===== config.mk =====
export PLATFORM = sky130hd
export DESIGN_NAME = mtl_ram
export DESIGN_NICKNAME = d
export VERILOG_FILES = /design/src/sv/mtl_ram.sv
export SDC_FILE = /design/constraint.sdc
export NUM_CORES = 1
export LEC_CHECK = 0
export BUFFER_PORTS_ARGS = -buffer_cell sky130_fd_sc_hd__buf_2
export CAP_MARGIN = 20
export CORE_ASPECT_RATIO = 0.5
export CORE_MARGIN = 2
export CORE_UTILIZATION = 60
export CTS_BUF_LIST = sky130_fd_sc_hd__clkbuf_2 sky130_fd_sc_hd__clkbuf_4 sky130_fd_sc_hd__clkbuf_8
export CTS_CLUSTER_SIZE = 16
export DETAILED_ROUTE_END_ITERATION = 8
export MAX_ROUTING_LAYER = met4
export PLACE_DENSITY = 0.87
export SKIP_CTS_REPAIR_TIMING = 1
export SLEW_MARGIN = 5
export SYNTH_ARGS = -nofsm -noshare
export SYNTH_HDL_FRONTEND = slang
export SYNTH_SLANG_ARGS = --single-unit

===== constraint.sdc =====
create_clock -name i_clk -period 5.3 [get_ports i_clk]
set_input_delay 0.53 -clock i_clk [delete_from_list [all_inputs] [get_ports i_clk]]
set_output_delay 0.53 -clock i_clk [all_outputs]
set_load 0.05 [all_outputs]

===== src/sv/mtl_ram.sv =====
// Generic single-write, single-read RAM with registered read data.
module mtl_ram #(
    parameter int WIDTH = 8,
    parameter int DEPTH = 16,
    localparam int AW = (DEPTH > 1) ? $clog2(DEPTH) : 1
) (
    input  logic             i_clk,
    input  logic             i_we,
    input  logic [AW-1:0]    i_waddr,
    input  logic [WIDTH-1:0] i_wdata,
    input  logic [AW-1:0]    i_raddr,
    output logic [WIDTH-1:0] o_rdata
);

    logic [WIDTH-1:0] r_mem [DEPTH];
    logic [WIDTH-1:0] r_rdata;

    always_ff @(posedge i_clk) begin
        if (i_we) begin
            r_mem[i_waddr] <= i_wdata;
        end
        r_rdata <= r_mem[i_raddr];
    end

    assign o_rdata = r_rdata;

endmodule


# Word level (Yosys, flattened, before mapping)
# Memories as Yosys holds them, arrays and structs flattened. A register that Yosys moved wholly into a read port is not among the register bits.
# Index checks and enable logic that the tools add are counted.
[word_totals] ff_bits=0 ram_bits=128 output_inout_bits=8 elab_cells=3 memories=1
[memory_table] name="r_mem" depth=16 word_bits=8 read_ports=1 rd_clocked_by_memory_dff=1 wr=1 line="15" source="logic [WIDTH-1:0] r_mem [DEPTH];"
[classes] n_mux=2
[op_table] op="$mux 1" count=2

# Depth between registers and ports, before layout
# Gate-level depths: netlist of the first run.
[depth] ltp_word=2 ltp_mapped=5

# Worst setup path after synthesis of the first run
# No wires, ideal clock.
[synth_timing] kind="input to register" start="in i_waddr[2]" end="mem r_mem[0][0] (enable)" arrival_time_ns=1.640 path_slack_ns=3.277 cell_stages=2 cell_sequence="or3b_2 -> nor3_1"
[synth_rtl] element="start: declaration" line="9" source="input logic [AW-1:0] i_waddr,"
[synth_rtl] element="end: declaration" line="15"
# Straight into the memory's write port.

==> results of run 1 <==
per-stage QoR:
| step | total power [uW] | instances | utilization | worst slack, ps |
|---|---|---|---|---|
| floorplan | 1320 | 229 | - | 3280 |
| global placement | 1360 | 359 | 0.654 | 2770 |
| detailed placement | 1360 | 360 | 0.655 | 2740 |
| CTS | 2170 | 392 | 0.704 | 3210 |
| global route | 2230 | 392 | 0.704 | 3070 |
| finish | 2160 | 392 | 0.704 | 3190 |
worst max path at each step:
stage                    start           to  cells past startpoint
finish              i_raddr[0]   o_rdata[5]                      4
CTS                 i_raddr[0]   o_rdata[6]                      4
floorplan           i_waddr[2]  r_mem[0][0]                      2
global placement    i_raddr[0]   o_rdata[5]                      4
detailed placement  i_raddr[0]   o_rdata[5]                      4
global route        i_raddr[0]   o_rdata[5]                      4
power breakdown:
part           switching [uW]  internal, uW
Combinational            86.6          43.4
Sequential               8.23          1200
Clock                     354           469
Total                     449          1710
metal layers:
metal,vias to the layer above,global-route usage
met5,-,-
met4,0,0.0984
met3,20,0.0746
met2,148,0.343
met1,1256,0.315
li1,1044,-
sequential cells by signal, summed over array words and instances (netlist names):
signal / flops
r_mem: 128
o_rdata: 8
cell usage in the layout (no fill, tap or decap), types with 7 or more instances in the layout:
master    count
edfxtp_1    128
buf_2        25
clkbuf_8     22
mux4_2       18
a22oi_1      16
mux4_1       14
nor2_1       13
nand2_1       9
dfxtp_1       8
clkbuf_4      7
worst reg2reg max path: stages (launching register included):
cell,delay (ps)
edfxtp_1,370
mux4_1,520
a22oi_1,340
nand2_1,90
kinds of logic (layout without fill, tap and decap cells):
logic type             Yosys count  after routing
AOI/OAI and AO/OA               16             16
buffers and inverters           10             61
DFF                            136            136
muxes                           32             32
and+or+nand+nor                 35             35
final cells by class:
class,count,share of cell area
Clock inverter,3,0.00696
Clock buffer,29,0.0618
Sequential cell,136,0.696
Multi-Input combinational cell,83,0.184
Tap cell,112,0.0244
Timing Repair Buffer,29,0.0270
==> summary.md, run 1 <==
| Metric | Value |
|---|---|
| Mapped cell area | `0.00515 mm2` |
| Min-Delay Path Class | `in2reg` |
| Placeable Area | `0.00817 mm2` |
| FMAX | `0.474 GHz` |
| Critical path startpoint category | `input port` |
| Setup CP Type | `in2reg` |
| Sink Count | `136` |
| WP buf/inv | `1` |
| Final ANT Viol Nets | `0` |
| Adder-Cell Fraction of Synth Area | `0` |
| Leading area contributor after synthesis | `edfxtp_1` |
| CTS root buffer | `clkbuf_8` |
| H-tree depth | `4` |
| Max-slew violation count | `0` |
| DRT Pass-1 Iters | `5` |
| Post-Syn Instances | `229` |
| Worst EP required | `5610 ps` |
| Vias in the first global route | `2,512` |
| Routed length per placed instance | `24.6 um` |
| Post-synth top cells | `edfxtp_1, mux4_2, a22oi_1, mux4_1, nor2_1` |
| Syn_area_per_cell | `22.5 um2` |
| Largest cells by area after synthesis | `edfxtp_1, mux4_2, mux4_1` |
| Tmin final | `2110 ps` |
| Antenna Diode Count | `0` |
| CTS tree | `built` |
| Largest net degree at the start of global routing | `33` |
| Worst hold slack | `479 ps` |
| Syn_nets | `247` |
| Met3 WL | `934 um` |
| Fillers | `442` |
| WHS Path Cells | `1` |
| Critical path endpoint category | `flip-flop` |
| Crit-path max FO | `32` |
| Clk buf depth | `2` |
| Setup-failing EPs final | `0` |
| Outcome | `finished, final reports clean` |
| Synth Flop Type | `edfxtp_1` |
| DR WL met2 | `4560 um` |
| DRT iter0 DRCs | `343` |
| Simple-gate share of the synthesized area | `0.0318` |
| Top-count cell post-synth | `edfxtp_1` |
| RR Endpoint | `o_rdata[5]` |
| Area growth syn-to-layout | `11.7%` |
| YS warnings | `0` |
| FF+latch area | `0.00400 mm2` |
| Hold Path End | `r_mem[8][3]` |
| Max transition margin | `0.312` |
| Leakage | `0.00193 uW` |
| DP Wirelength | `5950 um` |
| Boundary Pins | `26` |
| Sum of negative setup slack | `0 ps` |
| Max IR drop VDD | `0.220 mV` |
| Via count | `2,468` |
| Later-pin clock latency in the skew report | `430 ps` |
| Worst r2r path cells | `3` |
| Clock Pin Slew Worst Setup and Hold Paths | `70 ps` |
| Register bit total from synthesis | `136` |
| Vias/cell | `6.30` |
| DRT met1 WL | `3980 um` |
| Async S/R FF share, synth | `0` |
| Die width | `135 um` |
| Measured slew at the worst slew-check pin | `1030 ps` |
| Die height | `69.5 um` |
| GRT Total Usage | `0.236` |
| Remaining DRCs | `0` |
| Largest family of logic cells by synthesized area | `multiplexers` |
| Critical Path AT | `2420 ps` |
| TritonCTS Buffers | `17` |
| Area taken by multi-input logic gates | `0.00106 mm2` |
| Proportion of layout cells with a drive suffix above 1 | `0.286` |
| Final Hold Viols | `0` |
| Post-Route WL | `9660 um` |
| Grt total ovfl | `0` |
| Gpl congestion | `0.807` |
| Max_cap viols | `0` |
| Seq/Total Area, Yosys | `0.778` |
| Worst R2R Start | `r_mem[1][5]` |
| Port Buf Inserts | `25` |
| Post-synthesis xor/xnor area fraction | `0` |
| RSZ-0062 raised after global routing | `no` |
| Crit-path slowest cell | `buf_2` |
| DIE AREA | `0.00938 mm2` |
| # rows | `23` |
| Worst reg-to-reg setup slack | `3850 ps` |
| Fin area | `0.00575 mm2` |
| Critical path, cell by cell | `buf_2 -> mux4_1 -> a22oi_1 -> nand2_1` |
| PD cells | `376 mW/mm2` |
| Highest metal used | `met4` |
| Initial antenna violation count | `0` |
| Initial core utilization | `0.630` |
| Synth top area share | `0.747` |
| Unique masters post-synth | `19` |
| Crit-path leading delay family | `buffers and inverters` |
| Min-Delay Startpoint | `i_wdata[3]` |
| Post-synthesis mux area share | `0.150` |
| Placed Area | `0.00536 mm2` |
| EDFF count, synth | `128` |
| Compound-Gate Fraction of Synth Area | `0.0233` |
| Tcrit/Tclk final | `0.398` |
| Final Net Count | `285` |
| Global-route wire length before repair | `14,800 um` |
| Max Clock Skew | `8.72 ps` |
| Slowest stage delay, CP | `760 ps` |
Power figures use the tool's default switching activity.
==> run 2: changes to the inputs <==
ABC_AREA = 1   (was default)
clock period = 2.16 ns   (was 5.3 ns; I/O delays follow)
==> run 2 against run 1 <==
Sequential cell count stayed put; hold slack got worse by 330 ps; clock skew is 0.65 ps higher; power rose to 2.5 times the previous value; design area rose by 9.7%; sequential power up 150%; count of clock-buffer cells in the layout decreased by 9; combinational power grew to 3.2 times the previous value; clock power rose to 2.5 times the previous value; sequential share of layout area is 6.1 points lower; worst setup slack worse by 2300 ps; largest power group unchanged.
==> summary.md, run 2 <==
| Metric | Value |
|---|---|
| Outcome | `finished, final reports clean` |
| Worst EP required | `1940 ps` |
| Largest cells by area after synthesis | `edfxtp_1, nand2_1, nand3_1` |
| Hold Path End | `o_rdata[7]` |
| Sum of negative setup slack | `0 ps` |
| Initial antenna violation count | `0` |
| H-tree depth | `4` |
| Unique masters post-synth | `12` |
| Min-Delay Path Class | `in2reg` |
| Min-Delay Startpoint | `i_raddr[3]` |
| Port Buf Inserts | `25` |
| Commonest non-fill, non-tap cell in the layout | `nand2_1` |
| Max-slew violation count | `0` |
| DRT Pass-1 Iters | `7` |
| Syn_area_per_cell | `10.5 um2` |
| Routed length per placed instance | `18.3 um` |
| EDFF count, synth | `128` |
| GRT Total Usage | `0.276` |
| Max transition margin | `0.525` |
| FMAX | `0.765 GHz` |
| Final ANT Viol Nets | `0` |
| Vias in the first global route | `3,719` |
| Sink Count | `136` |
| Number of flip-flops in the largest register | `128` |
| Slowest stage delay, CP | `370 ps` |
| Leading area contributor after synthesis | `edfxtp_1` |
| Placeable Area | `0.00938 mm2` |
| Clk buf depth | `2` |
| Die height | `73.3 um` |
| TritonCTS Buffers | `17` |
| Clock Pin Slew Worst Setup and Hold Paths | `70 ps` |
| Critical Path AT | `1090 ps` |
| Seq/Total Area, Yosys | `0.694` |
| Setup-failing EPs final | `0` |
| Crit-path slowest cell | `dfxtp_1` |
| Crit-path max FO | `1` |
| Syn_nets | `569` |
| Grt total ovfl | `0` |
| DRT iter0 DRCs | `607` |
| Critical path, cell by cell | `buf_2` |
| Largest net degree at the start of global routing | `65` |
| Tmin final | `1310 ps` |
| Proportion of layout cells with a drive suffix above 1 | `0.100` |
| Critical path startpoint category | `flip-flop` |
| Post-Syn Instances | `551` |
| Max_cap viols | `0` |
| Final Hold Viols | `0` |
| Later-pin clock latency in the skew report | `440 ps` |
| Reg with most FFs | `r_mem` |
| Post-Route WL | `13,000 um` |
| Area growth syn-to-layout | `9.39%` |
| Synth top area share | `0.667` |
| Fin cells | `709` |
| Initial core utilization | `0.615` |
| DIE AREA | `0.0105 mm2` |
| Final Net Count | `593` |
| Register bit total from synthesis | `136` |
| Worst R2R Start | `r_mem[1][3]` |
| Die width | `143 um` |
| Tcrit/Tclk final | `0.605` |
| WP buf/inv | `1` |
| # rows | `25` |
| CTS tree | `built` |
| Synth Flop Type | `edfxtp_1` |
| PD cells | `863 mW/mm2` |
| RR Endpoint | `o_rdata[3]` |
| Max IR drop VDD | `0.433 mV` |
| Post-synth top cells | `nand2_1, edfxtp_1, inv_1, nand3_1, nor2_1` |
| WHS Path Cells | `3` |
| Top-count cell post-synth | `nand2_1` |
| Crit-path leading delay family | `flip-flops` |
| Mapped cell area | `0.00577 mm2` |
| Max Clock Skew | `9.37 ps` |
| DP Wirelength | `7770 um` |
| Worst reg-to-reg setup slack | `1020 ps` |
| Boundary Pins | `26` |
| Most frequent cells in the layout | `nand2_1, edfxtp_1, inv_1, nand3_1, buf_2` |
| Dpl cells | `677` |
| Setup CP Type | `reg2out` |
| Remaining DRCs | `0` |
| Gpl congestion | `0.923` |
| Async S/R FF share, synth | `0` |
| Fillers | `649` |
| Antenna Diode Count | `0` |
| YS warnings | `0` |
| CTS root buffer | `clkbuf_8` |
| Vias/cell | `5.58` |
| RSZ-0062 raised after global routing | `no` |
| Critical path endpoint category | `primary output` |
| Global-route wire length before repair | `19,800 um` |
| Via count | `3,955` |
| Worst r2r path cells | `6` |
| Measured slew at the worst slew-check pin | `710 ps` |
| Leakage | `0.00274 uW` |
[run 2: report_power, final]
part | total, uW | switching [uW] | internal (uW)
Combinational | 420 | 322 | 97.8
Clock | 2060 | 902 | 1150
Sequential | 2970 | 18.8 | 2950
Total | 5440 | 1240 | 4200
[run 2: worst register-to-register path: stages (launching register included)]
cell and delay, ps:
edfxtp_1 400, inv_1 80, nand2_1 50, nand3_1 110, nand3_1 140, nand3_1 170
nand2_1 80
[run 2: how the worst max path moves through the flow]
stage | end | start | cells past startpoint | slack, ps
floorplan | r_mem[10][0] | i_waddr[2] | 2 | 990
global placement | r_mem[13][5] | i_waddr[1] | 4 | 630
detailed placement | o_rdata[4] | i_raddr[0] | 7 | 590
CTS | o_rdata[1] | o_rdata[1] | 1 | 840
global route | o_rdata[1] | o_rdata[1] | 1 | 830
finish | o_rdata[1] | o_rdata[1] | 1 | 850
[run 2: layer usage]
layer	track usage	wire, um	vias up
met1	0.358	4990	1835
met4	0.122	316	0
met3	0.0684	1550	37
met5	-	0	-
met2	0.425	6120	264
li1	-	-	1819
[run 2: cell type report]
cell class / count / area (um2) / share of cell area
clock buffers: 20 / 256 / 0.0407
well taps: 121 / 151 / 0.0240
inverters: 102 / 383 / 0.0607
clock inverters: 12 / 133 / 0.0210
repair buffers: 29 / 168 / 0.0266
flip-flops and latches: 136 / 4000 / 0.635
multi-input cells: 289 / 1210 / 0.192
[run 2: kinds of logic (layout without fill, tap and decap cells)]
logic type	count (synthesis)	in the layout	synth area share
DFF	136	136	0.694
and+or+nand+nor	289	289	0.210
buffers and inverters	126	163	0.0952
[run 2: through the flow]
stage / hold slack [ps] / utilization / cell area, um2 / setup WS [ps] / power (uW)
3_3_place_gp: 572 / 0.631 / 5920 / 626 / 3420
6_report: 149 / 0.672 / 6310 / 852 / 5440
2_1_floorplan: 315 / - / 5770 / 993 / 3290
5_1_grt: 152 / 0.672 / 6310 / 835 / 5600
4_1_cts: 127 / 0.672 / 6310 / 844 / 5460
3_5_place_dp: 575 / 0.631 / 5920 / 594 / 3430
